`config.mk`:
```
export PLATFORM = sky130hd
export DESIGN_NAME = tagged_sensor_sentence_parser
export DESIGN_NICKNAME = d
export VERILOG_FILES = /design/src/sv/tssp_pkg.sv /design/src/sv/tssp_parser.sv /design/src/sv/tssp_out_fifo.sv /design/src/sv/tagged_sensor_sentence_parser.sv
export SDC_FILE = /design/constraint.sdc
export NUM_CORES = 2
export LEC_CHECK = 0
export BUFFER_PORTS_ARGS = -buffer_cell sky130_fd_sc_hd__buf_2
export CAP_MARGIN = 20
export CORE_MARGIN = 2
export CORE_UTILIZATION = 53
export CTS_BUF_LIST = sky130_fd_sc_hd__clkbuf_8
export CTS_CLUSTER_DIAMETER = 30
export DETAILED_ROUTE_END_ITERATION = 7
export GPL_ROUTABILITY_DRIVEN = 0
export GPL_TIMING_DRIVEN = 0
export PLACE_DENSITY = 0.75
export SLEW_MARGIN = 10
export SYNTH_ARGS = -nofsm -noshare
export SYNTH_HDL_FRONTEND = slang
export SYNTH_SLANG_ARGS = --single-unit
export TNS_END_PERCENT = 5
```
`constraint.sdc`:
```
create_clock -name clk -period 13.89 [get_ports clk]
set_input_delay 2.778 -clock clk [delete_from_list [all_inputs] [get_ports clk]]
set_output_delay 2.778 -clock clk [all_outputs]
set_load 0.02 [all_outputs]
```
`src/sv/tssp_pkg.sv`:
```
// package for the tagged sensor sentence parser
// holds character codes, phase and result kind enums, state and result structs
// no dependencies
package tssp_pkg;

	localparam int FRAC_DIGITS_DEF = 3;
	localparam int FIFO_DEPTH = 4;

	localparam logic [30:0] MAG_MAX = 31'h7fff_ffff;
	localparam logic [4:0] FIELD_DROP = 5'd16;

	localparam logic [7:0] CH_DOLLAR = 8'h24;
	localparam logic [7:0] CH_STAR = 8'h2a;
	localparam logic [7:0] CH_DOT = 8'h2e;
	localparam logic [7:0] CH_MINUS = 8'h2d;
	localparam logic [7:0] CH_PLUS = 8'h2b;
	localparam logic [7:0] CH_ZERO = 8'h30;
	localparam logic [7:0] CH_NINE = 8'h39;
	localparam logic [7:0] CH_C = 8'h43;
	localparam logic [7:0] CH_P = 8'h50;
	localparam logic [7:0] CH_R = 8'h52;
	localparam logic [7:0] CH_T = 8'h54;
	localparam logic [7:0] CH_D = 8'h44;
	localparam logic [7:0] CH_M = 8'h4d;
	localparam logic [7:0] CH_G = 8'h47;
	localparam logic [7:0] CH_A = 8'h41;
	localparam logic [7:0] CH_X = 8'h78;
	localparam logic [7:0] CH_Y = 8'h79;
	localparam logic [7:0] CH_Z = 8'h7a;

	localparam logic [4:0] FLD_C = 5'd0;
	localparam logic [4:0] FLD_P = 5'd1;
	localparam logic [4:0] FLD_R = 5'd2;
	localparam logic [4:0] FLD_T = 5'd3;
	localparam logic [4:0] FLD_M = 5'd4;
	localparam logic [4:0] FLD_G = 5'd8;
	localparam logic [4:0] FLD_A = 5'd12;

	typedef enum logic [1:0] {
		PH_HUNT = 2'd0,
		PH_TAG  = 2'd1,
		PH_AXIS = 2'd2,
		PH_NUM  = 2'd3
	} phase_t;

	typedef enum logic [1:0] {
		KIND_FIELD = 2'd0,
		KIND_END   = 2'd1,
		KIND_ERR   = 2'd2
	} kind_t;

	typedef struct packed {
		phase_t      phase;
		logic [4:0]  field;
		logic [30:0] acc;
		logic        neg;
		logic        point;
		logic [2:0]  frac_cnt;
		logic        frozen;
		logic        started;
	} state_t;

	typedef struct packed {
		kind_t       kind;
		logic [3:0]  field_id;
		logic [31:0] value;
		logic        last;
	} result_t;

	// results made by one character, r0 goes out first
	typedef struct packed {
		logic [1:0] n;
		result_t    r0;
		result_t    r1;
	} push_t;

	function automatic logic [19:0] pow10(input logic [2:0] e);
		logic [19:0] p;
		case (e)
			3'd0: p = 20'd1;
			3'd1: p = 20'd10;
			3'd2: p = 20'd100;
			3'd3: p = 20'd1000;
			3'd4: p = 20'd10000;
			3'd5: p = 20'd100000;
			3'd6: p = 20'd1000000;
			default: p = 20'd1;
		endcase
		return p;
	endfunction

endpackage

```
`src/sv/tssp_parser.sv`:
```
// parser state register and per-character next-state and result logic
// depends on tssp_pkg
module tssp_parser #(
	parameter int FRAC_DIGITS = tssp_pkg::FRAC_DIGITS_DEF
) (
	input  logic                clk,
	input  logic                arst_n,
	input  logic                fire,
	input  logic [7:0]          ch,
	output tssp_pkg::push_t     push
);

	localparam logic [2:0] FRAC_LIM = 3'(FRAC_DIGITS);

	tssp_pkg::state_t st_q, st_nxt, num_in, tok;
	tssp_pkg::result_t r_field, r_tag;

	logic is_digit, is_sign, is_tok, is_axis, in_number, emit_field, tag_emits;
	logic [3:0]  digit;
	logic [34:0] acc_ext, acc10;
	logic [2:0]  scale;
	logic [50:0] prod;
	logic [30:0] mag;

	always_ff @(posedge clk or negedge arst_n) begin
		if (!arst_n) begin
			st_q <= '0;
		end else if (fire) begin
			st_q <= st_nxt;
		end
	end

	always_comb begin
		is_digit = ch inside {[tssp_pkg::CH_ZERO:tssp_pkg::CH_NINE]};
		is_sign = ch inside {tssp_pkg::CH_MINUS, tssp_pkg::CH_PLUS};
		is_tok = is_digit || is_sign || (ch == tssp_pkg::CH_DOT);
		is_axis = ch inside {tssp_pkg::CH_X, tssp_pkg::CH_Y, tssp_pkg::CH_Z};
		digit = 4'(ch - tssp_pkg::CH_ZERO);

		// a non-axis character after M, G or A starts the plain field's number
		num_in = st_q;
		if (st_q.phase == tssp_pkg::PH_AXIS) begin
			num_in = '0;
			num_in.phase = tssp_pkg::PH_NUM;
			num_in.field = st_q.field;
		end
		in_number = (st_q.phase == tssp_pkg::PH_NUM) ||
			((st_q.phase == tssp_pkg::PH_AXIS) && !is_axis);

		// take one token character
		acc_ext = {4'd0, num_in.acc};
		acc10 = (acc_ext << 3) + (acc_ext << 1) + {31'd0, digit};
		tok = num_in;
		tok.started = 1'b1;
		if (!num_in.frozen) begin
			if (is_sign) begin
				if (!num_in.started) begin
					tok.neg = (ch == tssp_pkg::CH_MINUS);
				end else begin
					tok.frozen = 1'b1;
				end
			end else if (ch == tssp_pkg::CH_DOT) begin
				if (num_in.point) begin
					tok.frozen = 1'b1;
				end else begin
					tok.point = 1'b1;
				end
			end else if (!(num_in.point && (num_in.frac_cnt >= FRAC_LIM))) begin
				if (num_in.point) begin
					tok.frac_cnt = num_in.frac_cnt + 3'd1;
				end
				tok.acc = (acc10 > 35'(tssp_pkg::MAG_MAX)) ? tssp_pkg::MAG_MAX : acc10[30:0];
			end
		end

		// finish: scale up to the full fraction, saturate, apply sign
		scale = FRAC_LIM - (num_in.point ? num_in.frac_cnt : 3'd0);
		prod = 51'(num_in.acc) * 51'(tssp_pkg::pow10(scale));
		mag = (prod > 51'(tssp_pkg::MAG_MAX)) ? tssp_pkg::MAG_MAX : prod[30:0];
		r_field.kind = tssp_pkg::KIND_FIELD;
		r_field.field_id = num_in.field[3:0];
		r_field.value = num_in.neg ? (32'd0 - {1'b0, mag}) : {1'b0, mag};
		r_field.last = 1'b0;

		r_tag = '0;
		tag_emits = 1'b0;
		emit_field = 1'b0;
		st_nxt = st_q;

		if (st_q.phase == tssp_pkg::PH_HUNT) begin
			if (ch == tssp_pkg::CH_DOLLAR) begin
				st_nxt.phase = tssp_pkg::PH_TAG;
			end
		end else if ((st_q.phase == tssp_pkg::PH_AXIS) && is_axis) begin
			st_nxt = '0;
			st_nxt.phase = tssp_pkg::PH_NUM;
			st_nxt.field = st_q.field + 5'd1 + 5'(ch - tssp_pkg::CH_X);
		end else if (in_number && is_tok) begin
			st_nxt = tok;
		end else begin
			// this character is a tag, possibly closing a number first
			st_nxt = num_in;
			emit_field = in_number && (num_in.field != tssp_pkg::FIELD_DROP);
			case (ch)
				tssp_pkg::CH_C, tssp_pkg::CH_P, tssp_pkg::CH_R, tssp_pkg::CH_T,
				tssp_pkg::CH_D: begin
					st_nxt = '0;
					st_nxt.phase = tssp_pkg::PH_NUM;
					case (ch)
						tssp_pkg::CH_C: st_nxt.field = tssp_pkg::FLD_C;
						tssp_pkg::CH_P: st_nxt.field = tssp_pkg::FLD_P;
						tssp_pkg::CH_R: st_nxt.field = tssp_pkg::FLD_R;
						tssp_pkg::CH_T: st_nxt.field = tssp_pkg::FLD_T;
						default: st_nxt.field = tssp_pkg::FIELD_DROP;
					endcase
				end
				tssp_pkg::CH_M: begin
					st_nxt.phase = tssp_pkg::PH_AXIS;
					st_nxt.field = tssp_pkg::FLD_M;
				end
				tssp_pkg::CH_G: begin
					st_nxt.phase = tssp_pkg::PH_AXIS;
					st_nxt.field = tssp_pkg::FLD_G;
				end
				tssp_pkg::CH_A: begin
					st_nxt.phase = tssp_pkg::PH_AXIS;
					st_nxt.field = tssp_pkg::FLD_A;
				end
				tssp_pkg::CH_STAR: begin
					tag_emits = 1'b1;
					r_tag.kind = tssp_pkg::KIND_END;
					st_nxt.phase = tssp_pkg::PH_HUNT;
				end
				tssp_pkg::CH_DOLLAR: begin
					tag_emits = 1'b1;
					r_tag.kind = tssp_pkg::KIND_END;
					st_nxt.phase = tssp_pkg::PH_TAG;
				end
				default: begin
					tag_emits = 1'b1;
					r_tag.kind = tssp_pkg::KIND_ERR;
					st_nxt.phase = tssp_pkg::PH_HUNT;
				end
			endcase
		end

		r_tag.last = 1'b1;
		r_field.last = !tag_emits;
		push.r1 = r_tag;
		if (emit_field) begin
			push.r0 = r_field;
			push.n = tag_emits ? 2'd2 : 2'd1;
		end else begin
			push.r0 = r_tag;
			push.n = tag_emits ? 2'd1 : 2'd0;
		end
	end

endmodule

```
`src/sv/tssp_out_fifo.sv`:
```
// result queue: takes up to two results per cycle, hands out one per transfer
// depends on tssp_pkg
module tssp_out_fifo (
	input  logic                clk,
	input  logic                arst_n,
	input  logic                push_en,
	input  tssp_pkg::push_t     push,
	input  logic                pop,
	output tssp_pkg::result_t   head,
	output logic [2:0]          level
);

	tssp_pkg::result_t mem_q [tssp_pkg::FIFO_DEPTH];
	logic [1:0] wr_ptr_q, rd_ptr_q;
	logic [2:0] level_q;
	logic [1:0] n_in;

	assign n_in = push_en ? push.n : 2'd0;
	assign head = mem_q[rd_ptr_q];
	assign level = level_q;

	always_ff @(posedge clk) begin
		if (n_in != 2'd0) begin
			mem_q[wr_ptr_q] <= push.r0;
		end
		if (n_in == 2'd2) begin
			mem_q[wr_ptr_q + 2'd1] <= push.r1;
		end
	end

	always_ff @(posedge clk or negedge arst_n) begin
		if (!arst_n) begin
			wr_ptr_q <= '0;
			rd_ptr_q <= '0;
			level_q <= '0;
		end else begin
			wr_ptr_q <= wr_ptr_q + n_in;
			if (pop) begin
				rd_ptr_q <= rd_ptr_q + 2'd1;
			end
			level_q <= level_q + {1'b0, n_in} - {2'd0, pop};
		end
	end

endmodule

```
`src/sv/tagged_sensor_sentence_parser.sv`:
```
// top level of the tagged sensor sentence parser
// instantiates tssp_parser and tssp_out_fifo, uses tssp_pkg
//
// Streaming parser for sensor sentences, one character per input transfer.
// Characters are skipped until '$'; then tags C, P, R, T, D and M, G, A (with
// optional axis x, y, z) are read, each followed by a signed decimal number.
// A number is reported when the next tag or '*' arrives, as value times
// 10^FRAC_DIGITS, truncated and saturated to +/-2147483647; D is parsed but
// never reported. A character makes zero, one or two results; last_of_item
// marks the final one. Throughput is one character per clock while the
// queue has room: a character is registered, decoded combinationally by
// the parser (the multiply-by-ten and scale multiply set the path), and
// its results enter a four-entry result queue. The parser only advances
// while the queue holds at most two results, so a stalled output side
// backs up into char_in after the queue and the input register fill.
module tagged_sensor_sentence_parser #(
	parameter int FRAC_DIGITS = tssp_pkg::FRAC_DIGITS_DEF
) (
	input  logic               clk,
	input  logic               arst_n,
	input  logic               in_valid,
	output logic               in_ready,
	input  logic [7:0]         char_in,
	output logic               out_valid,
	input  logic               out_ready,
	output logic [1:0]         result_kind,
	output logic [3:0]         field_id,
	output logic signed [31:0] field_value,
	output logic               last_of_item
);

	logic [7:0] char_s1;
	logic       valid_s1;
	logic       room;
	logic       fire;
	logic       pop;
	logic [2:0] level;
	tssp_pkg::push_t   push;
	tssp_pkg::result_t head;

	// the queue can always absorb two results while it holds two or fewer
	assign room = (level <= 3'd2);
	assign fire = valid_s1 && room;
	assign in_ready = !valid_s1 || room;

	// input register, refilled in the same cycle it is consumed
	always_ff @(posedge clk or negedge arst_n) begin
		if (!arst_n) begin
			valid_s1 <= 1'b0;
		end else if (in_valid && in_ready) begin
			valid_s1 <= 1'b1;
		end else if (fire) begin
			valid_s1 <= 1'b0;
		end
	end

	always_ff @(posedge clk) begin
		if (in_valid && in_ready) begin
			char_s1 <= char_in;
		end
	end

	tssp_parser #(
		.FRAC_DIGITS(FRAC_DIGITS)
	) u_parser (
		.clk    (clk),
		.arst_n (arst_n),
		.fire   (fire),
		.ch     (char_s1),
		.push   (push)
	);

	// result queue drives the output channel directly
	assign out_valid = (level != 3'd0);
	assign pop = out_valid && out_ready;

	tssp_out_fifo u_out_fifo (
		.clk     (clk),
		.arst_n  (arst_n),
		.push_en (fire),
		.push    (push),
		.pop     (pop),
		.head    (head),
		.level   (level)
	);

	assign result_kind = head.kind;
	assign field_id = head.field_id;
	assign field_value = head.value;
	assign last_of_item = head.last;

	// end and error results always close their character's burst
	a_tag_is_last: assert property (@(posedge clk) disable iff (!arst_n)
		out_valid && (result_kind != tssp_pkg::KIND_FIELD) |-> last_of_item)
		else $error("end or error result without last_of_item");

	// end and error results carry zero id and value
	a_tag_zero: assert property (@(posedge clk) disable iff (!arst_n)
		out_valid && (result_kind != tssp_pkg::KIND_FIELD) |->
		(field_id == 4'd0) && (field_value == 32'sd0))
		else $error("end or error result with nonzero payload");

	// a pair of results always leads with the closed field
	a_pair_order: assert property (@(posedge clk) disable iff (!arst_n)
		fire && (push.n == 2'd2) |->
		(push.r0.kind == tssp_pkg::KIND_FIELD) && !push.r0.last && push.r1.last)
		else $error("two results in wrong order");

	// queue never overflows
	a_level: assert property (@(posedge clk) disable iff (!arst_n)
		level <= 3'(tssp_pkg::FIFO_DEPTH))
		else $error("result queue overflow");

	// a character that makes results shows one on the next cycle
	a_result_shows: assert property (@(posedge clk) disable iff (!arst_n)
		fire && (push.n != 2'd0) |=> out_valid)
		else $error("pushed result not visible");

endmodule
```
# Word level (Yosys, flattened, before mapping)
# Memories as Yosys holds them, arrays and structs flattened.
# Index checks and enable logic that the tools add are counted.
[classes]
add_sub_neg = 14
multipliers = 1
n_lt_le_gt_ge = 6
eq_ne = 28
n_mux = 50
n_bitwise = 1
n_reduce_logical = 28
[ops]
columns = ["op", "count"]
rows = [
  ["two-way mux 31 bit", 5],
  ["two-way mux 45 bit", 3],
  ["one-hot mux 20 bit (6 select lines)", 1],
  ["== test 8 x 7 -> 1 bit, second input constant", 11],
  ["greater-than comparator 51 x 31 -> 1 bit, second input constant", 1],
  ["multiplier 31 x 20 -> 51 bit", 1],
  ["two-way mux 41 bit", 1],
  ["== test 8 x 6 -> 1 bit, second input constant", 5],
  ["one-hot mux 5 bit (4 select lines)", 2],
  ["two-way mux 38 bit", 1],
  ["two-way mux 37 bit", 1],
  ["adder 34 x 32 -> 35 bit", 1],
  ["adder 35 x 4 -> 35 bit", 1],
  ["greater-than comparator 35 x 31 -> 1 bit, second input constant", 1],
  ["two-way mux 32 bit", 1],
  ["subtractor 1 x 31 -> 32 bit, first input constant", 1],
  ["two-way mux 1 bit", 21],
  ["two-way mux 2 bit", 7],
  ["two-way mux 3 bit", 4],
  ["== test 3 bit, second input constant", 3],
  ["logical AND 1 bit", 9],
  ["greater-or-equal comparator 8 x 6 -> 1 bit, second input constant", 1],
  ["<= comparator 8 x 6 -> 1 bit, second input constant", 1],
  ["OR reduction 8 bit", 1],
  ["other kinds (32)", 44],
]
[word_totals]
regBits = 61
ram_bits = 156
in_bits = 12
out_inout_bits = 41
wordCells = 142
memories = 1
[memory_table]
columns = ["name", "depth", "width", "rd", "rd_ports_with_merged_regs", "wr", "line_no", "rtl"]
rows = [
  ["u_out_fifo.mem_q", 4, 39, 1, 0, 2, "tssp_out_fifo.sv:13", "tssp_pkg::result_t mem_q [tssp_pkg::FIFO_DEPTH];"],
]

# Logic depth before layout (Yosys ltp)
[logic_depth]
ltp_word = 16
ltp_mapped = 53
mapped_depth_nobuf = 45

# By module
# From an unflattened synthesis, not the netlist that was laid out.
[unflattened]
cells_unflattened = 3586
area_unflattened_um2 = 33674.8
[by_module_without_submodules]
columns = ["module", "instances", "cells_each", "area_each_um2", "seq_area_each_um2"]
rows = [
  ["tssp_parser", 1, 3148, 25420.6, 1126.1],
  ["tssp_out_fifo", 1, 421, 7933.9, 4859.7],
  ["tagged_sensor_sentence_parser", 1, 17, 320.3, 265.3],
]

# Worst setup path after synthesis
# No wires, ideal clock.
[synth_path]
kind = "register -> register"
start = "reg u_parser.st_q[43] in the netlist's numbering"
end = "mem u_out_fifo.mem_q[1][29] in the netlist's numbering"
setup_time_ns = 0.125
arrival_ns = 11.633
required_ns = 13.765
slack_ns = 2.132
stages_incl_launch_ff = 51
n_path_buf = 8
period_less_slack_ns = 11.758
path_cell_list = "dfrtp_1 > clkbuf_1 > nand2b_1 > clkbuf_1 > clkbuf_1 > buf_1 > buf_1 > and2_1 > ha_1 > clkbuf_1 > nor3b_1 > nand2_1 > inv_1 > or2_2 > or2_1 > fa_1 > inv_1 > fa_1 > [15 not listed] > nand3_1 > and3_1 > nor4_1 > and4_1 > nand2_1 > buf_2 > nor2_1 > ha_1 > nand3b_1 > nor4b_1 > nand4_1 > and3b_1 > nand3_1 > nor4b_4 > nand4b_1 > mux2i_1 > a21oi_1 > o21ai_1"
[synth_lines]
columns = ["element", "line_no", "rtl"]
rows = [
  ["start, declared", "tssp_parser.sv:15", "tssp_pkg::state_t st_q, st_nxt, num_in, tok;"],
  ["start signal, assigned", "tssp_parser.sv:29", "st_q <= st_nxt;"],
  ["end, declared", "tssp_out_fifo.sv:13", ""],
]

==> flow_metrics.tcl <==
set metrics [dict create \
    min-delay-path-class "flip-flop to flip-flop" \
    multi_input_area_um2 23300 \
    cts-buffers-inserted 47 \
    max_clock_freq_mhz 74.5 \
    yosys.cell_types.count 96 \
    drc 0 \
    fp.coreArea_um2 57700 \
    cp_slowest_stage_delay_ns 0.57 \
    max-slew-margin-rel_pct 15.9 \
    placement.io_buffers 52 \
    p_leak_nw 17.6 \
    grt_setup_unrepaired "no" \
    cts_num_sinks 217 \
    nets 4420 \
    timing.max_cap.violations 0 \
    grt_max_degree 33 \
    finalSetupViolCount 0 \
    dr.pass1.iters 7 \
    worstReg2RegStart "u_parser.st_q[44]$_DFFE_PN0P_" \
    tightest_slew_ns 1.26 \
    endpoint_of_the_worst_slack_reg_to_reg_timing_path "u_out_fifo.mem_q[0][31]$_SDFFE_PP0P_" \
    cp.required_ns 14.38 \
    detailedRoute.firstIterationViolations 2401 \
    ys_dominant_reg_cell "dfxtp_1" \
    holdCritStartpoint "u_out_fifo.mem_q[0][27]$_SDFFE_PP0P_" \
    fin_skew_ns 0.0388 \
    cts_setup_buffers 0 \
    final_cell_area_um2 33600 \
    synthesis.area_um2 31000 \
    worstSetupEndpointType "flip-flop" \
    seq_area_um2 4770 \
    synthDominantAreaCellType "fa_1" \
    clk-insertion-delay-late_ns 0.64 \
    total_number_of_yosys_warnings 0 \
    start_kind "flip-flop" \
    post_synthesis_net_count 4321 \
    hold_path_end "u_out_fifo.mem_q[0][27]$_SDFFE_PP0P_" \
    area_delta_synth_final_pct 8.37 \
    hold_violations 0 \
    r2r.worst_path.cells 46 \
    worst_hold_stages 2 \
    critPathKind "flip-flop to flip-flop" \
    fillcell_total 5131 \
    clk_pin_slew_ns 0.06 \
    wire_per_inst_um 20.6 \
    first_global_vias 26518 \
    worst-path-max-fanout 10 \
    routed-via-count 26459 \
    starting_density_of_the_core_pct 53.7 \
    grt_use_total_pct 30.9 \
    dieArea_um2 60400 \
    routed_via_density 5.90 \
    rrSetupSlack_ns 0.46 \
    vdd_drop_max_mv 0.0996 \
    period_share_pct 96.7 \
    synth_instances 3584 \
    cellPowerDensity_nw_per_um2 54.3 \
    fin_crit_ns 13.43 \
    placed_wire_length_estimate_after_detailed_placement_mm 76.4 \
    placed_area_um2 32200 \
    crit_arrival_ns 13.92 \
    power_mw 1.82 \
    synth_area_leaders "fa_1 (30%), ha_1 (11%), dfxtp_1 (9.6%)" \
    fp.dieW_um 246 \
    postLayoutCoreUtil_pct 58.2 \
    slew_violations 0 \
    synth_edf_count 16 \
    routed_wirelength_mm 92.2 \
    syn-mean-instance-area_um2 8.64 \
    fraction_of_layout_instances_using_a_drive_strength_above_1_pct 7.75 \
    setup_total_negative_slack_ns 0 \
    worstPathBufferInverterCount 10 \
    async_reset_ff_share_pct 24.4 \
    slowest_stage "fa_1" \
    floorplan.io_pins 53 \
    run_status "completed" \
    synth-seq-cells 217 \
    overflow 0 \
    netlist.area_leader.share_pct 29.7 \
    critPathMostFrequentCell "fa_1" \
    timing.critical_path.max_delay_family "simple AND/OR/NAND/NOR gates" \
    die_y_um 246 \
    detail-route-antenna-nets 0 \
    grt_pass1_wl_mm 144 \
    cts_tree "done" \
    synth-seq-area-share_pct 15.4 \
    cts_htree_levels 2 \
    num_rows 88 \
    number_of_antenna_violations_at_the_first_check_in_global_routing 1 \
    clock-root-buffer "clkbuf_8" \
    ctsLongestPathBuffers 3 \
]
-- cells in the final DEF, fill, tap and decap left out, types with 13 or more instances in the layout --
cell,count
mux2i_1,18
a31oi_1,35
nand2b_1,27
nand4_1,21
or3_1,13
a22o_1,23
nor3_1,28
and2_1,61
inv_1,628
o21ai_1,71
o31ai_1,38
nand3_1,53
ha_1,265
and3_1,13
clkbuf_8,57
xnor2_1,41
nor2_1,263
mux4_2,39
buf_2,68
a21oi_1,159
or2_2,29
nand2_1,492
clkbuf_2,18
xor2_1,34
clkbuf_1,87
nor4_1,14
edfxtp_1,16
clkinv_1,14
o21ai_0,142
o21a_1,22
dfrtp_1,53
a21o_1,50
fa_1,460
dfxtp_1,148
-- per-stage QoR --
step | hold slack, ns | cells | setup slack (ns)
finish | 0.445 | 4485 | 0.461
global route | 0.464 | 4482 | 0.0104
CTS | 0.449 | 4484 | 0.0603
detailed placement | 0.439 | 4404 | -1.24
global placement | 0.428 | 4401 | -1.96
floorplan | 0.420 | 3584 | 2.13
-- per-layer routing --
layer	vias up	track usage [%]	wire length, um
met2	1382	49.4	42400
li1	11847	-	-
met3	374	6.49	9060
met1	12856	38.9	34900
met5	-	0	0
met4	0	17.6	5820
-- Yosys cell counts, types with 39 or more instances --
| master | count |
|---|---|
| xnor2_1 | 41 |
| inv_1 | 622 |
| o21ai_0 | 144 |
| o21ai_1 | 69 |
| nand3_1 | 53 |
| dfrtp_1 | 53 |
| nor2_1 | 270 |
| mux4_2 | 39 |
| nand2_1 | 494 |
| fa_1 | 460 |
| clkbuf_1 | 109 |
| ha_1 | 265 |
| and2_1 | 62 |
| a21oi_1 | 163 |
| a21o_1 | 50 |
| dfxtp_1 | 148 |
-- what timing repair did --
action	in CTS	in global routing
gates resized for setup	11	53
setup endpoints to repair	44	40
hold buffers	0	0
-- where the power goes --
part	switching (mW)	leakage, nW	internal, mW
registers	0.0151	2.08	0.650
clock network	0.320	0.632	0.597
logic	0.144	14.9	0.0953
total	0.479	17.6	1.34
-- tightest hold or removal path: stages (launching register included) --
cell	delay, ns
dfxtp_1	0.31
nand2_1	0.05
o21ai_1	0.05
-- cell type report --
cell class | count | share of cell area, %
clock inverter | 26 | 1.33
antenna | 3 | 0.0224
inverter | 635 | 7.10
tap | 765 | 2.85
timing repair buffer | 56 | 0.917
clock buffer | 57 | 2.34
sequential | 217 | 14.2
multi-input combinational | 2591 | 69.5
buffer | 135 | 1.71
-- flip-flops by register name, indices dropped and copies added (netlist names) --
signal and count:
char_s1 8, u_out_fifo.rd_ptr_q 2, u_out_fifo.level 3, valid_s1 1, u_out_fifo.wr_ptr_q 2, u_out_fifo.mem_q 156, u_parser.st_q 45
-- logic make-up after synthesis --
family | Yosys count | synth area share (%)
AND/OR/NAND/NOR | 1079 | 15.7
buffers and inverters | 776 | 9.52
adder cells (fa/ha/maj) | 725 | 40.4
AO/OA/AOI/OAI | 653 | 13.4
flip-flops | 217 | 15.4
XOR/XNOR | 75 | 2.12
multiplexers | 59 | 3.49
-- worst max-delay path by stage --
stage	to	from	cells past startpoint	slack [ns]
floorplan	u_out_fifo.mem_q[1][29]$_SDFFE_PP0P_	u_parser.st_q[43]$_DFFE_PN0P_	50	2.13
CTS	u_out_fifo.mem_q[0][31]$_SDFFE_PP0P_	u_parser.st_q[43]$_DFFE_PN0P_	47	0.06
global route	u_out_fifo.mem_q[2][29]$_SDFFE_PP0P_	u_parser.st_q[44]$_DFFE_PN0P_	47	0.01
finish	u_out_fifo.mem_q[0][31]$_SDFFE_PP0P_	u_parser.st_q[44]$_DFFE_PN0P_	46	0.46
global placement	u_out_fifo.mem_q[2][31]$_SDFFE_PP0P_	u_parser.st_q[43]$_DFFE_PN0P_	47	-1.96
detailed placement	u_out_fifo.mem_q[2][31]$_SDFFE_PP0P_	u_parser.st_q[43]$_DFFE_PN0P_	49	-1.24
Power figures use the tool's default switching activity.
